### config.mk
export PLATFORM = sky130hd
export DESIGN_NAME = text_encoding_detector_unit
export DESIGN_NICKNAME = d
export VERILOG_FILES = /design/src/design/ted_pkg.sv /design/src/design/ted_in_stage.sv /design/src/design/ted_core.sv /design/src/design/ted_out_stage.sv /design/src/design/text_encoding_detector_unit.sv
export SDC_FILE = /design/constraint.sdc
export NUM_CORES = 1
export LEC_CHECK = 0
export ABC_AREA = 1
export BUFFER_PORTS_ARGS = -buffer_cell sky130_fd_sc_hd__buf_2
export CORE_MARGIN = 2
export CORE_UTILIZATION = 37
export DETAILED_ROUTE_END_ITERATION = 10
export MAX_ROUTING_LAYER = met4
export SLEW_MARGIN = 20
export SYNTH_ARGS = -nofsm -noshare
export SYNTH_HDL_FRONTEND = slang
export SYNTH_HIERARCHICAL = 1
export SYNTH_SLANG_ARGS = --single-unit
export TNS_END_PERCENT = 100
### constraint.sdc
create_clock -name clk -period 1.5 [get_ports clk]
set_input_delay 0.15 -clock clk [delete_from_list [all_inputs] [get_ports clk]]
set_output_delay 0.15 -clock clk [all_outputs]
set_load 0.01 [all_outputs]
### src/design/ted_pkg.sv
// Shared types and constants for the text encoding detector.
// No dependencies; every module of the block imports this package.
`default_nettype none

package ted_pkg;

  // Encoding result codes.
  localparam int unsigned CODE_W = 3;
  localparam logic [CODE_W-1:0] CODE_ANSI       = 3'd0;
  localparam logic [CODE_W-1:0] CODE_UTF16LE    = 3'd1;
  localparam logic [CODE_W-1:0] CODE_UTF16BE    = 3'd2;
  localparam logic [CODE_W-1:0] CODE_UTF8_BOM   = 3'd3;
  localparam logic [CODE_W-1:0] CODE_UTF8_PLAIN = 3'd4;

  // Byte order mark values.
  localparam logic [7:0] BOM_FF = 8'hFF;
  localparam logic [7:0] BOM_FE = 8'hFE;
  localparam logic [7:0] BOM_EF = 8'hEF;
  localparam logic [7:0] BOM_BB = 8'hBB;
  localparam logic [7:0] BOM_BF = 8'hBF;

  // UTF-8 lead and continuation patterns.
  localparam logic [7:0] MASK_CONT  = 8'hC0;
  localparam logic [7:0] PAT_CONT   = 8'h80;
  localparam logic [7:0] MASK_ASCII = 8'h80;
  localparam logic [7:0] MASK_LEAD2 = 8'hE0;
  localparam logic [7:0] PAT_LEAD2  = 8'hC0;
  localparam logic [7:0] MASK_LEAD3 = 8'hF0;
  localparam logic [7:0] PAT_LEAD3  = 8'hE0;

  // Byte held in the input register.
  typedef struct packed {
    logic [7:0] data_byte;
    logic       last_byte;
  } byte_item_t;

  // Result handed from the core to the output register.
  typedef struct packed {
    logic              vld;
    logic [CODE_W-1:0] code;
  } result_t;

endpackage

`default_nettype wire

### src/design/ted_in_stage.sv
// Input register of the text encoding detector.
// Depends on ted_pkg for the byte item type.
`default_nettype none

module ted_in_stage
  import ted_pkg::*;
(
  input  wire logic       clk,
  input  wire logic       rst_n,
  input  wire logic       in_valid,
  output logic            in_stall,
  input  wire logic [7:0] in_data_byte,
  input  wire logic       in_last_byte,
  input  wire logic       advance,
  output logic            item_vld,
  output byte_item_t      item
);

  logic       vld_r;
  logic       vld_nxt;
  byte_item_t item_r;
  logic       load;

  // The register frees up when the core consumes its byte.
  assign in_stall = vld_r && !advance;
  assign load     = in_valid && !in_stall;

  always_comb begin
    vld_nxt = vld_r;
    if (load) begin
      vld_nxt = 1'b1;
    end else if (advance) begin
      vld_nxt = 1'b0;
    end
  end

  // Valid bit is control state; the payload needs no reset.
  always_ff @(posedge clk) begin
    if (!rst_n) begin
      vld_r <= 1'b0;
    end else begin
      vld_r <= vld_nxt;
    end
  end

  always_ff @(posedge clk) begin
    if (load) begin
      item_r.data_byte <= in_data_byte;
      item_r.last_byte <= in_last_byte;
    end
  end

  assign item_vld = vld_r;
  assign item     = item_r;

endmodule

`default_nettype wire

### src/design/ted_core.sv
// Per-byte state update and encoding decision of the text encoding detector.
// Depends on ted_pkg for codes, patterns and the item and result types.
`default_nettype none

module ted_core
  import ted_pkg::*;
(
  input  wire logic       clk,
  input  wire logic       rst_n,
  input  wire logic       advance,
  input  wire byte_item_t item,
  output result_t         result
);

  logic [1:0] bytes_seen_r, bytes_seen_nxt;
  logic [7:0] first_r, first_nxt;
  logic [7:0] second_r, second_nxt;
  logic [1:0] pending_r, pending_nxt;
  logic       invalid_r, invalid_nxt;
  logic       third_r, third_nxt;
  logic [7:0] b;
  logic [CODE_W-1:0] code;

  assign b = item.data_byte;

  // Capture the leading bytes and the third byte of a UTF-8 BOM.
  always_comb begin
    first_nxt  = first_r;
    second_nxt = second_r;
    third_nxt  = third_r;
    case (bytes_seen_r)
      2'd0: first_nxt = b;
      2'd1: second_nxt = b;
      2'd2: third_nxt = (first_r == BOM_EF) && (second_r == BOM_BB) && (b == BOM_BF);
      default: ;
    endcase
    bytes_seen_nxt = (bytes_seen_r == 2'd3) ? 2'd3 : bytes_seen_r + 2'd1;
  end

  // Simplified UTF-8 check: one-, two- and three-byte sequences only.
  always_comb begin
    pending_nxt = pending_r;
    invalid_nxt = invalid_r;
    if (pending_r != 2'd0) begin
      if ((b & MASK_CONT) != PAT_CONT) begin
        invalid_nxt = 1'b1;
      end
      pending_nxt = pending_r - 2'd1;
    end else if ((b & MASK_ASCII) == 8'h00) begin
      pending_nxt = 2'd0;
    end else if ((b & MASK_LEAD2) == PAT_LEAD2) begin
      pending_nxt = 2'd1;
    end else if ((b & MASK_LEAD3) == PAT_LEAD3) begin
      pending_nxt = 2'd2;
    end else begin
      invalid_nxt = 1'b1;
    end
  end

  // Decision on the final byte, from the updated state.
  always_comb begin
    if (bytes_seen_nxt < 2'd2) begin
      code = CODE_ANSI;
    end else if (first_nxt == BOM_FF && second_nxt == BOM_FE) begin
      code = CODE_UTF16LE;
    end else if (first_nxt == BOM_FE && second_nxt == BOM_FF) begin
      code = CODE_UTF16BE;
    end else if (third_nxt) begin
      code = CODE_UTF8_BOM;
    end else if (!invalid_nxt && pending_nxt == 2'd0) begin
      code = CODE_UTF8_PLAIN;
    end else begin
      code = CODE_ANSI;
    end
  end

  assign result.vld  = advance && item.last_byte;
  assign result.code = code;

  // State registers; everything clears after the final byte of a buffer.
  always_ff @(posedge clk) begin
    if (!rst_n) begin
      bytes_seen_r <= 2'd0;
      first_r      <= 8'h00;
      second_r     <= 8'h00;
      pending_r    <= 2'd0;
      invalid_r    <= 1'b0;
      third_r      <= 1'b0;
    end else if (advance) begin
      if (item.last_byte) begin
        bytes_seen_r <= 2'd0;
        first_r      <= 8'h00;
        second_r     <= 8'h00;
        pending_r    <= 2'd0;
        invalid_r    <= 1'b0;
        third_r      <= 1'b0;
      end else begin
        bytes_seen_r <= bytes_seen_nxt;
        first_r      <= first_nxt;
        second_r     <= second_nxt;
        pending_r    <= pending_nxt;
        invalid_r    <= invalid_nxt;
        third_r      <= third_nxt;
      end
    end
  end

endmodule

`default_nettype wire

### src/design/ted_out_stage.sv
// Output register of the text encoding detector.
// Depends on ted_pkg for the result type and code width.
`default_nettype none

module ted_out_stage
  import ted_pkg::*;
(
  input  wire logic               clk,
  input  wire logic               rst_n,
  input  wire result_t            result,
  output logic                    out_valid,
  input  wire logic               out_stall,
  output logic [CODE_W-1:0]       out_encoding_code
);

  logic              vld_r, vld_nxt;
  logic [CODE_W-1:0] code_r;

  // A new result only arrives when the register is empty or being taken.
  always_comb begin
    vld_nxt = vld_r;
    if (result.vld) begin
      vld_nxt = 1'b1;
    end else if (!out_stall) begin
      vld_nxt = 1'b0;
    end
  end

  always_ff @(posedge clk) begin
    if (!rst_n) begin
      vld_r <= 1'b0;
    end else begin
      vld_r <= vld_nxt;
    end
  end

  always_ff @(posedge clk) begin
    if (result.vld) begin
      code_r <= result.code;
    end
  end

  assign out_valid         = vld_r;
  assign out_encoding_code = code_r;

endmodule

`default_nettype wire

### src/design/text_encoding_detector_unit.sv
// Top level of the text encoding detector.
// Depends on ted_pkg, ted_in_stage, ted_core and ted_out_stage.
//
// Usage:
//   The input channel (in_valid, in_stall, in_data_byte, in_last_byte) takes
//   one byte of a text buffer per transaction; in_last_byte marks the final
//   byte. The result channel (out_valid, out_stall, out_encoding_code) gives
//   one encoding code per buffer, after its final byte, and nothing for the
//   other bytes.
//   Throughput is one byte per cycle unless a stalled result holds the
//   output register; the state update in the core is combinational logic
//   between the input register and the output register.
//   The code for the final byte passes from the input register through the
//   core into the output register, which drives out_valid.
//   The block takes the next byte while a result waits in the output
//   register; when the receiver stalls with a result held and the input
//   register is full, in_stall rises until the result is taken.
//   Reset (rst_n low, synchronous) empties both registers and clears the
//   buffer state, so the first byte after reset starts a new buffer.
`default_nettype none

module text_encoding_detector_unit
  import ted_pkg::*;
(
  input  wire logic              clk,
  input  wire logic              rst_n,
  input  wire logic              in_valid,
  output logic                   in_stall,
  input  wire logic [7:0]        in_data_byte,
  input  wire logic              in_last_byte,
  output logic                   out_valid,
  input  wire logic              out_stall,
  output logic [CODE_W-1:0]      out_encoding_code
);

  logic       item_vld;
  byte_item_t item;
  logic       advance;
  result_t    result;

  // The core consumes a byte whenever the output register can take a result.
  assign advance = item_vld && (!out_valid || !out_stall);

  ted_in_stage u_in_stage (
    .clk          (clk),
    .rst_n        (rst_n),
    .in_valid     (in_valid),
    .in_stall     (in_stall),
    .in_data_byte (in_data_byte),
    .in_last_byte (in_last_byte),
    .advance      (advance),
    .item_vld     (item_vld),
    .item         (item)
  );

  ted_core u_core (
    .clk     (clk),
    .rst_n   (rst_n),
    .advance (advance),
    .item    (item),
    .result  (result)
  );

  ted_out_stage u_out_stage (
    .clk               (clk),
    .rst_n             (rst_n),
    .result            (result),
    .out_valid         (out_valid),
    .out_stall         (out_stall),
    .out_encoding_code (out_encoding_code)
  );

endmodule

`default_nettype wire

==> results.txt <==
Routability Congestion = 0.8750
grt ovf = 0
first-pass GRT wire length = 7314 µm
CTS Buffer Depth = 2
outcome = complete, but fails checks
part of the Yosys area used for sequential elements = 46.22%
WS Path Type = reg -> reg
core area = 4723 µm²
Synth area leader = dfxtp_1
syn nets = 269
Flop pwr share = 50.4%
First-pass DRT Iterations = 4
Num Clock Sinks = 36
die area = 5494 µm²
detailed-route via count = 1,728
clock skew = 0.004549 ns
endpoints failing hold = 0
P_sw = 0.0005557 W
Netlist Area Pre-Place = 1819 µm²
final period utilization = 103.1%
Synth top area share = 26.41%
commonest non-fill, non-tap cell in the layout = nand2_1
Antenna Nets Post-Route = 0
Worst slew margin = 79.06%
Inserted Diodes = 0
vias in the first global route = 1,603
Num CTS Buffers = 5
RSZ-0062 raised after global routing = yes
IO Pins = 18
commonest non-fill, non-tap cells in the layout = nand2_1 (60), inv_1 (34), buf_4 (25), a21oi_1 (23), dfxtp_1 (22)
# rows = 25
Setup crit start kind = flop
# setup viols final = 3
drt initial violations = 96
post-synthesis average cell area = 7.106 µm²
YS warnings = 6
chip height = 74.12 µm
Worst-Skew Late Latency = 0.28 ns
Via density = 4.633
Pins Over Slew Limit = 0
final wirelength = 4312 µm
largest cells by area after synthesis = dfxtp_1 (26%), edfxtp_1 (20%), nand2_1 (15%), inv_1 (7.2%), a21oi_1 (6.6%)
violated checks = negative setup slack
Final Net Count = 318
Worst EP arrival = 1.59 ns
combinational group share of total power = 17.3%
Clock Pin Slew Worst Setup and Hold Paths = 0.07 ns
DR DRC count = 0
final worst path period need = 1.547 ns
DP Wirelength = 3034 µm
crit path max fanout = 6
number of synthesized register bits = 36
Cell Pwr Density = 859.0 nW/µm²
Pint = 0.001574 W
share of cells above drive strength 1 = 34.64%
Max VDD drop = 0.6557 mV
clock share of power = 32.3%
ys async rst share = 0%
Hold WS = 0.04007 ns
Peak Freq = 0.6465 GHz
Design Power = 0.002130 W
area delta synth->final = 36.31%
Setup WS post-layout = -0.04688 ns
Net Sw Frac = 26.09%
drt wl/cell = 11.56 µm
number of enable flip-flop cells after synthesis = 12
root buf cell = clkbuf_8
post-synth cell types = 22
CTS tree = built
endpoint class of the critical path = flop
Worst Hold Class = in -> reg
Die Span X = 74.12 µm
largest net degree at the start of global routing = 23
max_cap viols = 0
overall routing resource usage = 18.31%
Main synth FF type = dfxtp_1
PortBufs = 17
H-tree lvl count = 2
post-synthesis cell count = 256
initial cell density of the core = 38.52%
initial antenna violation count = 0
worst slew pin tran = 0.3109 ns
leakage = 0.9998 nW
Crit path required time = 1.54 ns
==> power by group through the flow <==
stage | Clock, W | Sequential, W | Combinational [W]
5_1_grt | 0.000771 | 0.00108 | 0.000409
3_5_place_dp | 0 | 0.00109 | 0.000292
4_1_cts | 0.000712 | 0.00107 | 0.000329
6_report | 0.000689 | 0.00107 | 0.000368
2_1_floorplan | 0 | 0.00109 | 0.000173
3_3_place_gp | 0 | 0.00109 | 0.000292
==> layout make-up <==
class / count / area [µm²]
flip-flops and latches: 36 / 848.3
multi-input cells: 175 / 953.4
inverters: 37 / 141.4
clock buffers: 7 / 86.33
fillers: 430 / 2243
repair buffers: 50 / 362.8
well taps: 67 / 83.83
clock inverters: 1 / 3.754
==> flip-flops by register name, indices dropped and copies added, names as in the netlist <==
signal                         count
u_core/bytes_seen_r                2
u_core/first_r                     8
u_core/invalid_r                   1
u_core/pending_r                   2
u_core/second_r                    8
u_core/third_r                     1
u_in_stage/item                    9
u_in_stage/item_vld                1
u_out_stage/out_encoding_code      3
u_out_stage/out_valid              1
==> per-stage QoR <==
stage | area, µm² | setup WS [ns] | std cells | util (%) | TNS (ns)
5_1_grt | 2480 | -0.1356 | 373 | 52.50 | -0.3809
6_report | 2480 | -0.04688 | 373 | 52.50 | -0.1066
3_3_place_gp | 2145 | -0.1490 | 358 | 45.40 | -0.4359
3_5_place_dp | 2145 | -0.1812 | 358 | 45.40 | -0.5196
2_1_floorplan | 1822 | 0.07109 | 256 | - | 0
4_1_cts | 2360 | -0.03281 | 369 | 49.96 | -0.06968
==> cell families after synthesis <==
group / Yosys count / synth area share (%)
flops: 36 / 46.22
compound gates: 37 / 10.87
buf+inv: 45 / 9.904
simple gates: 138 / 33.01
==> cell usage after synthesis (2+ instances only) <==
library cell	count
nand2_2	3
nor2_1	17
nor3_1	4
a21oi_2	3
nand3b_1	2
nand4_1	6
o21ai_1	3
or2_2	2
nor2_2	4
nand2_1	75
buf_2	3
inv_1	35
clkbuf_1	4
o21ai_0	6
dfxtp_1	24
edfxtp_1	12
nand3_1	24
a21oi_1	24
inv_2	2
==> path summary, 6_finish.rpt <==
check                                                   endpoint  slack [ns]  cells past startpoint              startpoint
worst max-delay path            u_out_stage/out_encoding_code[0]       -0.05                     10  u_core/bytes_seen_r[1]
worst min-delay path                          u_in_stage/item[6]        0.04                      1         in_data_byte[5]
worst max register to register  u_out_stage/out_encoding_code[0]       -0.05                     10  u_core/bytes_seen_r[1]
worst min register to register                u_core/second_r[6]        0.47                      2      u_core/second_r[6]
==> worst max-delay path, cell delays in order (launching register included) <==
cell,delay (ns)
dfxtp_4,0.38
inv_4,0.07
buf_4,0.15
nand3b_1,0.12
nand2_2,0.07
nor2_1,0.11
nand2_1,0.07
nor2_2,0.12
nand2_1,0.08
nand2_1,0.08
a21oi_2,0.05
==> what timing repair did <==
item	4_1_cts	5_1_grt
gates resized for setup	29	26
pin swaps	16	21
endpoints found under the setup margin	3	4
buffers inserted	3	4
hold buffers	0	0
==> per-layer routing <==
layer	up-vias	global-route usage [%]	routed length [µm]
met3	8	4.065	149
met5	-	-	0
li1	923	-	-
met2	32	28.17	2006
met1	765	23.62	2075
met4	0	6.667	80
Note: power is estimated with default switching activity, not from simulation.
